==> config.mk <==
export PLATFORM = sky130hd
export DESIGN_NAME = general_purpose_timer
export DESIGN_NICKNAME = d
export VERILOG_FILES = /design/src/rtl/gpt_pkg.sv /design/src/rtl/general_purpose_timer.sv
export SDC_FILE = /design/constraint.sdc
export NUM_CORES = 1
export LEC_CHECK = 0
export BUFFER_PORTS_ARGS = -buffer_cell sky130_fd_sc_hd__buf_4
export CAP_MARGIN = 15
export CORE_ASPECT_RATIO = 1.5
export CORE_MARGIN = 8
export CORE_UTILIZATION = 45
export CTS_BUF_LIST = sky130_fd_sc_hd__clkbuf_4
export CTS_CLUSTER_DIAMETER = 60
export CTS_CLUSTER_SIZE = 40
export DETAILED_ROUTE_END_ITERATION = 7
export MAX_ROUTING_LAYER = met4
export SLEW_MARGIN = 20
export SYNTH_ARGS = -nofsm -noshare
export SYNTH_HDL_FRONTEND = slang
export SYNTH_SLANG_ARGS = --single-unit
==> constraint.sdc <==
create_clock -name clk -period 3.66 [get_ports clk]
set_input_delay 0.732 -clock clk [delete_from_list [all_inputs] [get_ports clk]]
set_output_delay 0.732 -clock clk [all_outputs]
set_load 0.05 [all_outputs]
==> src/rtl/gpt_pkg.sv <==
// shared codes for the general purpose timer: operation codes, register
// selects and control register bit positions. no dependencies.
package gpt_pkg;

	// item operation codes
	localparam logic [1:0] OP_TICK  = 2'd0;
	localparam logic [1:0] OP_WRITE = 2'd1;
	localparam logic [1:0] OP_READ  = 2'd2;

	// register selects
	localparam logic [2:0] REG_CR1  = 3'd0;
	localparam logic [2:0] REG_DIER = 3'd1;
	localparam logic [2:0] REG_SR   = 3'd2;
	localparam logic [2:0] REG_CNT  = 3'd3;
	localparam logic [2:0] REG_PSC  = 3'd4;
	localparam logic [2:0] REG_ARR  = 3'd5;

	// control register bit positions on the bus
	localparam int CR1_CEN  = 0;
	localparam int CR1_URS  = 2;
	localparam int CR1_OPM  = 3;
	localparam int CR1_DIR  = 4;
	localparam int CR1_CMS  = 5;
	localparam int CR1_ARPE = 7;

	localparam int BUS_W = 16;

	typedef logic [BUS_W-1:0] bus_word_t;

endpackage

==> src/rtl/general_purpose_timer.sv <==
// general purpose up/down/centre-aligned timer with prescaler and auto-reload.
// depends on gpt_pkg for operation codes, register selects and bit positions.
// the result of an accepted item is registered in the output register on the next clock.
// throughput: one item (tick or bus access) per cycle; input is taken whenever
// the output register is empty or being drained in the same cycle.
// reset (arst_n low, asynchronous): control, enables, flag, counter and
// prescaler clear to zero, auto-reload and its shadow go to all ones.
module general_purpose_timer import gpt_pkg::*; #(
	parameter int COUNT_WIDTH = 16
) (
	input  logic            clk,
	input  logic            arst_n,
	input  logic            in_valid,
	output logic            in_stall,
	input  logic [1:0]      operation,
	input  logic [2:0]      reg_select,
	input  logic [BUS_W-1:0] write_data,
	output logic            out_valid,
	input  logic            out_stall,
	output logic [BUS_W-1:0] read_data,
	output logic            irq_level,
	output logic            update_event
);

	localparam int CMP_W = ((COUNT_WIDTH > BUS_W) ? COUNT_WIDTH : BUS_W) + 1;

	// control register fields
	logic cen_q, urs_q, opm_q, dir_q, arpe_q;
	logic [1:0] cms_q;
	logic [1:0] dier_q;
	logic uif_q;
	logic [COUNT_WIDTH-1:0] cnt_q;
	bus_word_t psc_q, psc_act_q, psc_cnt_q;
	bus_word_t arr_q, arr_act_q;
	logic phase_down_q;

	// next state
	logic cen_d, urs_d, opm_d, dir_d, arpe_d;
	logic [1:0] cms_d;
	logic [1:0] dier_d;
	logic uif_d;
	logic [COUNT_WIDTH-1:0] cnt_d;
	bus_word_t psc_d, psc_act_d, psc_cnt_d;
	bus_word_t arr_d, arr_act_d;
	logic phase_down_d;

	// output register
	logic out_valid_q;
	bus_word_t rd_q;
	logic irq_q, upd_q;

	bus_word_t rd_d;
	logic upd_d;

	logic accept;
	logic [CMP_W-1:0] cnt_ext, cnt_inc, arr_act_ext, arr_new_ext, wd_ext;
	logic cr1_dir_shown;

	assign in_stall = out_valid_q & out_stall;
	assign accept   = in_valid & ~in_stall;

	assign cnt_ext     = CMP_W'(cnt_q);
	assign cnt_inc     = cnt_ext + CMP_W'(1);
	assign arr_act_ext = CMP_W'(arr_act_q);
	assign arr_new_ext = CMP_W'(arr_q);
	assign wd_ext      = CMP_W'(write_data);

	// in centre-aligned mode the direction bit reads back the current phase
	assign cr1_dir_shown = (cms_q != 2'b00) ? phase_down_q : dir_q;

	always_comb begin
		cen_d        = cen_q;
		urs_d        = urs_q;
		opm_d        = opm_q;
		dir_d        = dir_q;
		cms_d        = cms_q;
		arpe_d       = arpe_q;
		dier_d       = dier_q;
		uif_d        = uif_q;
		cnt_d        = cnt_q;
		psc_d        = psc_q;
		psc_act_d    = psc_act_q;
		psc_cnt_d    = psc_cnt_q;
		arr_d        = arr_q;
		arr_act_d    = arr_act_q;
		phase_down_d = phase_down_q;
		rd_d         = '0;
		upd_d        = 1'b0;

		unique case (operation)
			OP_TICK: begin
				if (cen_q) begin
					if (psc_cnt_q >= psc_act_q) begin
						psc_cnt_d = '0;
						if (arr_act_q != '0) begin
							if (cms_q != 2'b00) begin
								if (!phase_down_q) begin
									if (cnt_inc >= arr_act_ext) begin
										cnt_d        = arr_act_ext[COUNT_WIDTH-1:0];
										phase_down_d = 1'b1;
										upd_d        = 1'b1;
									end else begin
										cnt_d = cnt_inc[COUNT_WIDTH-1:0];
									end
								end else begin
									if (cnt_q <= COUNT_WIDTH'(1)) begin
										cnt_d        = '0;
										phase_down_d = 1'b0;
										upd_d        = 1'b1;
									end else begin
										cnt_d = cnt_q - COUNT_WIDTH'(1);
									end
								end
							end else if (dir_q) begin
								// underflow reloads from the freshly transferred value
								if (cnt_q == '0) begin
									cnt_d = arr_new_ext[COUNT_WIDTH-1:0];
									upd_d = 1'b1;
								end else begin
									cnt_d = cnt_q - COUNT_WIDTH'(1);
								end
							end else begin
								if (cnt_ext >= arr_act_ext) begin
									cnt_d = '0;
									upd_d = 1'b1;
								end else begin
									cnt_d = cnt_inc[COUNT_WIDTH-1:0];
								end
							end
						end
					end else begin
						psc_cnt_d = psc_cnt_q + BUS_W'(1);
					end
				end
				if (upd_d) begin
					uif_d     = 1'b1;
					psc_act_d = psc_q;
					arr_act_d = arr_q;
					if (opm_q)
						cen_d = 1'b0;
				end
			end
			OP_WRITE: begin
				unique case (reg_select)
					REG_CR1: begin
						cen_d  = write_data[CR1_CEN];
						urs_d  = write_data[CR1_URS];
						opm_d  = write_data[CR1_OPM];
						dir_d  = write_data[CR1_DIR];
						cms_d  = write_data[CR1_CMS +: 2];
						arpe_d = write_data[CR1_ARPE];
					end
					REG_DIER: dier_d = write_data[1:0];
					REG_SR:   uif_d  = uif_q & write_data[0];
					REG_CNT:  cnt_d  = wd_ext[COUNT_WIDTH-1:0];
					REG_PSC:  psc_d  = write_data;
					REG_ARR: begin
						arr_d = write_data;
						if (!arpe_q)
							arr_act_d = write_data;
					end
					default: ;
				endcase
			end
			OP_READ: begin
				unique case (reg_select)
					REG_CR1: begin
						rd_d[CR1_CEN]      = cen_q;
						rd_d[CR1_URS]      = urs_q;
						rd_d[CR1_OPM]      = opm_q;
						rd_d[CR1_DIR]      = cr1_dir_shown;
						rd_d[CR1_CMS +: 2] = cms_q;
						rd_d[CR1_ARPE]     = arpe_q;
					end
					REG_DIER: rd_d = BUS_W'(dier_q);
					REG_SR:   rd_d = BUS_W'(uif_q);
					REG_CNT:  rd_d = cnt_ext[BUS_W-1:0];
					REG_PSC:  rd_d = psc_q;
					REG_ARR:  rd_d = arr_q;
					default:  rd_d = '0;
				endcase
			end
			default: ;
		endcase
	end

	always_ff @(posedge clk or negedge arst_n) begin
		if (!arst_n) begin
			cen_q        <= 1'b0;
			urs_q        <= 1'b0;
			opm_q        <= 1'b0;
			dir_q        <= 1'b0;
			cms_q        <= 2'b00;
			arpe_q       <= 1'b0;
			dier_q       <= 2'b00;
			uif_q        <= 1'b0;
			cnt_q        <= '0;
			psc_q        <= '0;
			psc_act_q    <= '0;
			psc_cnt_q    <= '0;
			arr_q        <= '1;
			arr_act_q    <= '1;
			phase_down_q <= 1'b0;
		end else if (accept) begin
			cen_q        <= cen_d;
			urs_q        <= urs_d;
			opm_q        <= opm_d;
			dir_q        <= dir_d;
			cms_q        <= cms_d;
			arpe_q       <= arpe_d;
			dier_q       <= dier_d;
			uif_q        <= uif_d;
			cnt_q        <= cnt_d;
			psc_q        <= psc_d;
			psc_act_q    <= psc_act_d;
			psc_cnt_q    <= psc_cnt_d;
			arr_q        <= arr_d;
			arr_act_q    <= arr_act_d;
			phase_down_q <= phase_down_d;
		end
	end

	// result register, refilled in the cycle it drains
	always_ff @(posedge clk or negedge arst_n) begin
		if (!arst_n) begin
			out_valid_q <= 1'b0;
		end else if (accept) begin
			out_valid_q <= 1'b1;
		end else if (!out_stall) begin
			out_valid_q <= 1'b0;
		end
	end

	always_ff @(posedge clk) begin
		if (accept) begin
			rd_q  <= rd_d;
			irq_q <= uif_d & dier_d[0];
			upd_q <= upd_d;
		end
	end

	assign out_valid    = out_valid_q;
	assign read_data    = rd_q;
	assign irq_level    = irq_q;
	assign update_event = upd_q;

	// a bus access never reports an update
	assert property (@(posedge clk) disable iff (!arst_n)
		accept && operation != OP_TICK |=> !update_event)
		else $error("update event reported for a bus access");

	// only a read transfer returns data
	assert property (@(posedge clk) disable iff (!arst_n)
		accept && operation != OP_READ |=> read_data == '0)
		else $error("read data nonzero on a non-read transfer");

	// a disabled counter cannot produce an update
	assert property (@(posedge clk) disable iff (!arst_n)
		accept && operation == OP_TICK && !cen_q |=> !update_event)
		else $error("update event while counter disabled");

	// an update always leaves the flag set
	assert property (@(posedge clk) disable iff (!arst_n)
		accept && upd_d |=> uif_q)
		else $error("update flag not set after update");

endmodule
Yosys cells after proc, flatten, opt, wreduce, memory -nomap -nowiden:

Index checks and enable logic that the tools add are counted.

* register bits: 126
* input bits: 25
* output and inout port bits: 20

* $add $sub $neg: 3
* $lt $le $gt $ge: 4
* equal/unequal tests: 17
* mux-type cells: 46
* bitwise gates (word level): 5
* reductions and logical operators: 16

Operator list (number)
* 16-bit 2-to-1 mux: 15
* 16-bit case mux with 2 select lines: 2
* 16-bit greater-or-equal comparator: 2
* 6-bit case mux with 4 select lines: 1
* 8-bit case mux with 3 select lines: 1
* 1-bit 2-to-1 mux: 23
* 2-bit != test (second input constant): 9
* 3-bit AND reduction: 6
* 16-bit by 1-bit adder with 17-bit output (second input constant): 1
* 17-bit by 16-bit greater-or-equal comparator with 1-bit output: 1
* 16-bit by 1-bit adder with 16-bit output (second input constant): 1
* 16-bit by 1-bit <= comparator with 1-bit output (second input constant): 1
* 16-bit logical NOT: 1
* 16-bit nonzero test: 1
* 16-bit by 1-bit subtractor with 16-bit output (second input constant): 1
* 6-bit AND reduction: 2
* 5-bit AND reduction: 2
* 3-bit by 2-bit equality test with 1-bit output (second input constant): 2
* 3-bit equality test (second input constant): 2
* 1-bit case mux with 6 select lines: 1
* 1-bit AND: 4
* 1-bit case mux with 2 select lines: 2
* 1-bit case mux with 4 select lines: 1
* 2-bit nonzero test: 2
* other kinds (7): 7

Depth between registers and ports, before layout:

* word-level depth: 12
* mapped depth: 16
* mapped depth without buffers: 14

Least setup slack after synthesis:

No wires, ideal clock.

* path kind: register to register
* start: reg cnt_q[0]
* end: reg psc_act_q[10]
* setup time: 125 ps
* arrival time: 3197 ps
* setup slack: 339 ps
* stages on the path, launching flop included: 15
* buffers on the path: 1
* cells stage by stage: dfrtp_1 ha_1 nand3_1 nor2_1 and3_1 xnor2_1 ha_1 a21oi_1 o22ai_1 a211oi_1 a21oi_1 o311a_1 o21ai_4 buf_6 mux2_2

* longest elaborated chain between the ends: 10

RTL lines
* start, declared: line general_purpose_timer.sv:32 `logic [COUNT_WIDTH-1:0] cnt_q;`
* start signal, assigned: line general_purpose_timer.sv:213 `cnt_q <= cnt_d;`
* 16-bit by 1-bit adder with 17-bit output: line general_purpose_timer.sv:63 `assign cnt_inc = cnt_ext + CMP_W'(1);`
* 17-bit by 16-bit greater-or-equal comparator with 1-bit output: line general_purpose_timer.sv:98 `if (cnt_inc >= arr_act_ext) begin`
* 1-bit 2-to-1 mux: line general_purpose_timer.sv:98
* 1-bit 2-to-1 mux: line general_purpose_timer.sv:97 `if (!phase_down_q) begin`
* 1-bit 2-to-1 mux *: line general_purpose_timer.sv:96 `if (cms_q != 2'b00) begin`
* 1-bit 2-to-1 mux *: line general_purpose_timer.sv:95 `if (arr_act_q != '0) begin`
* 1-bit 2-to-1 mux *: line general_purpose_timer.sv:93 `if (psc_cnt_q >= psc_act_q) begin`
* 1-bit 2-to-1 mux *: line general_purpose_timer.sv:92 `if (cen_q) begin`
* 1-bit 2-to-1 mux *: line general_purpose_timer.sv:90 `unique case (operation)`
* 3-bit AND reduction (no source line) *
* end signal, assigned: line general_purpose_timer.sv:215 `psc_act_q <= psc_act_d;`
* end, declared: line general_purpose_timer.sv:33 `bus_word_t psc_q, psc_act_q, psc_cnt_q;`

Every way passes the cells marked *; elsewhere a longest branch is shown, timed or not. The select of a mux whose other input is x is not followed.
A chain may end at the register's enable or synchronous reset.

Worst setup path after layout:

* start: reg cnt_q[1]
* end: reg psc_act_q[9]

The elaborated chain is that of the path after synthesis.

==> reports/metrics.cfg <==
[clocking]
cts_buffer_depth = 2
postCtsHoldBufs = 0
clk_pin_slew_worst_paths_ps = 120
cts_tree = yes
cts.sinks = 126
h-tree-depth = 4
cts_root_buf = clkbuf_4
cts_made_buffers = 17
clk_latency_ps = 570

[timing]
timing.hold.ws_ps = 154
setup_ws_ps = 84.6
setup_viol_count_final = 0
hold_viol = 0
worstMarginPinSlew_ps = 981
slew_headroom_pct = 34.1
max_freq_mhz = 280
setup_tns_ps = 0
post-route-period-util_pct = 97.7
slew_viol_final = 0
post-route-min-period_ps = 3580
skew_ps = 15.9

[min_path]
hp-class = in2async

[global_route]
grt_max_degree = 67
grt_pass1_vias = 7173
grt_pass1_wl_um = 39700
antenna_found_initial = 1
grt_usage_pct = 22.8
overflow = 0

[setup_path]
path_cells = nand4_1 -> buf_4 -> nor2_2 -> nand3_1 -> xnor2_2 -> ha_1 -> nand3_1 -> nor4_1 -> a211oi_1 -> o21ai_1 -> o311a_1 -> o21ai_4 -> buf_12 -> clkbuf_16 -> mux2_2
rrSetupSlack_ps = 80
crit_top_cell = nand3_1
worst_ep_required_time_ps = 4130
r2r-end = psc_act_q[9]
reg2reg_depth = 15
critical_path_class = reg2reg
arrival_ps = 4040
slowest_delay_ps = 430
critPathLaunch = cnt_q[1]
endpoint = psc_act_q[9]
cp-start-kind = register
cp_max_fo = 6
timing.rr.start = cnt_q[1]
cp_slowest_cell = o311a_1
end_kind = register

[detailed_routing]
first_iter_violations = 558
viasPerCell = 5.85
finalWirelength_um = 25800
via_count = 7132
postRouteAntennaNets = 0
firstDrtPassIters = 5
drc_errors = 0
wl_per_cell_um = 21.1

[floorplanning]
fp.dieH_um = 184
die-area_um2 = 23600
io_pins = 45
rows = 61
initial_core_util_pct = 45.9
die_w_um = 128
coreArea_um2 = 18500

[place]
place_ws_ps = -46.8
numPortBuffers = 44
postPlaceCellArea_um2 = 9240
gp_congestion = 0.972
dpl.hpwl_um = 19500

[final_layout]
multi_input_area_um2 = 4830
syn_to_final_growth_pct = 15.9
nets = 1031
register_area_um2 = 3290
final_area_um2 = 9820
drive_gt1_share_pct = 28.1
final_util_pct = 53.2
n_fill_cell = 1756

[synthesis]
synth-async-reset-ratio_pct = 85.7
synth-seq-area-share_pct = 38.7
yosys_warnings = 0
synth_cells = 886
ys.flop_type = dfrtp_1
ys_seq_elements = 126
synth_area_um2 = 8470
synth_area_per_cell_um2 = 9.56
synth_edf_count = 18
syn_nets = 963
ys_types = 76

[power_and_ir_drop]
power.density_nw_per_um2 = 493
peakVddDrop_uv = 203
power_leakage_nw = 4.19

[job]
maxCapViolations = 0

[status]
status = finished clean

[cells in the mapped netlist (all sizes together) (6+ instances only)]
cell type	number	area (um2)
nand4	12	75.1
a221oi	7	73.8
o21ai	60	319
a22o	8	70.1
a22oi	14	105
o211ai	11	87.6
dfrtp	76	1900
nor2	80	308
nand2	70	263
a21boi	7	52.6
ha	52	651
and2	8	52.6
a31oi	7	58.8
a211oi	11	82.6
inv	47	176
mux2	62	709
mux2i	17	170
dfstp	32	841
o22a	6	52.6
nor2b	9	56.3
xnor2	17	149
a21oi	42	218
nand2b	8	57.6
edfxtp	18	541
nand3	45	230
clkbuf	25	95.1
buf	30	189
nor4	10	90.1
nor3	18	100
xor2	22	193
[report_power, final]
| group | switching (mW) | internal [mW] | leakage [nW] |
|---|---|---|---|
| Combinational | 1.09 | 0.783 | 2.50 |
| Sequential | 0.173 | 1.62 | 1.51 |
| Clock | 0.568 | 0.609 | 0.179 |
[timing repair]
action / in CTS / in global routing
buffers inserted: 0 / 8
resized for setup: 4 / 16
endpoints found under the hold margin: 0 / 0
gates cloned: 0 / 3
endpoints found under the setup margin: 3 / 50
pin swaps: 0 / 6
[area by class of cell]
| type | instances | area share, % |
|---|---|---|
| antenna | 1 | 0.0255 |
| multi-input combinational | 658 | 49.1 |
| timing repair buffer | 104 | 8.85 |
| inverter | 47 | 1.80 |
| clock inverter | 15 | 2.22 |
| sequential | 126 | 33.5 |
| tap | 252 | 3.21 |
| clock buffer | 17 | 1.30 |
[layer usage]
layer | vias up | wire [um] | share of wire, % | GRT usage, %
li1 | 3343 | - | - | -
met4 | 0 | 865 | 3.4 | 9.98
met1 | 3488 | 10300 | 40 | 25.5
met2 | 235 | 13300 | 52 | 38.7
met5 | - | 0 | 0 | -
met3 | 66 | 1230 | 4.8 | 4.41
[kinds of logic after synthesis]
kind of cell | count (synthesis) | share of synthesized area [%]
flip-flops | 126 | 38.7
AND/OR/NAND/NOR | 281 | 16.3
buffers and inverters | 102 | 5.43
XOR/XNOR | 39 | 4.03
multiplexers | 79 | 10.4
AO/OA/AOI/OAI | 207 | 17.5
adder cells (fa/ha/maj) | 52 | 7.68
[per-stage QoR]
step / power [mW] / cells
global placement: 3.57 / 1176
global route: 5.12 / 1220
CTS: 4.77 / 1208
floorplan: 2.98 / 886
detailed placement: 3.58 / 1176
finish: 4.85 / 1220
[cells in the final DEF, fill, tap and decap left out, drive strengths merged, types with 5 or more instances in the layout]
cell type and count:
a31oi 7, nor4 10, xnor2 17, nor3 18
o22a 6, nand3 45, dfrtp 76, clkinv 7
nand4 12, o221ai 5, nand2b 8, and3 5
xor2 22, a22oi 14, a21oi 42, nor2b 9
nand2 70, dfstp 32, mux2i 17, nor2 80
and2 8, a21boi 7, a221oi 7, a22o 8
buf 102, inv 49, o211ai 11, a211oi 11
bufinv 5, mux2 62, clkbuf 19, o21ai 60
edfxtp 18, ha 52
[critical path, delay by kind of cell (launching register included)]
| family | cells | cell delay [ps] |
|---|---|---|
| adder cells (fa/ha/maj) | 1 | 300 |
| AND/OR/NAND/NOR | 5 | 720 |
| XOR/XNOR | 1 | 180 |
| AO/OA/AOI/OAI | 4 | 1010 |
| buffers and inverters | 3 | 530 |
| multiplexers | 1 | 320 |
| flip-flops | 1 | 410 |
[registers in the layout (all words and copies together) (netlist names), 2 cells and up]
name,count
psc_cnt_q,16
read_data,16
cms_q,2
arr_act_q,16
psc_q,16
arr_q,16
dier_q,2
cnt_q,16
psc_act_q,16
[how the worst min path moves through the flow]
| stage | startpoint | end | slack, ps | cells after the start |
|---|---|---|---|---|
| 2_1_floorplan | arst_n | arpe_q | 440 | 0 |
| 6_report | arst_n | cnt_q[1] | 150 | 1 |
| 4_1_cts | arst_n | cnt_q[1] | 140 | 1 |
| 3_3_place_gp | psc_act_q[14] | psc_act_q[14] | 470 | 1 |
| 3_5_place_dp | psc_act_q[14] | psc_act_q[14] | 490 | 1 |
| 5_1_grt | arst_n | cnt_q[2] | 170 | 1 |
Power figures use the tool's default switching activity.
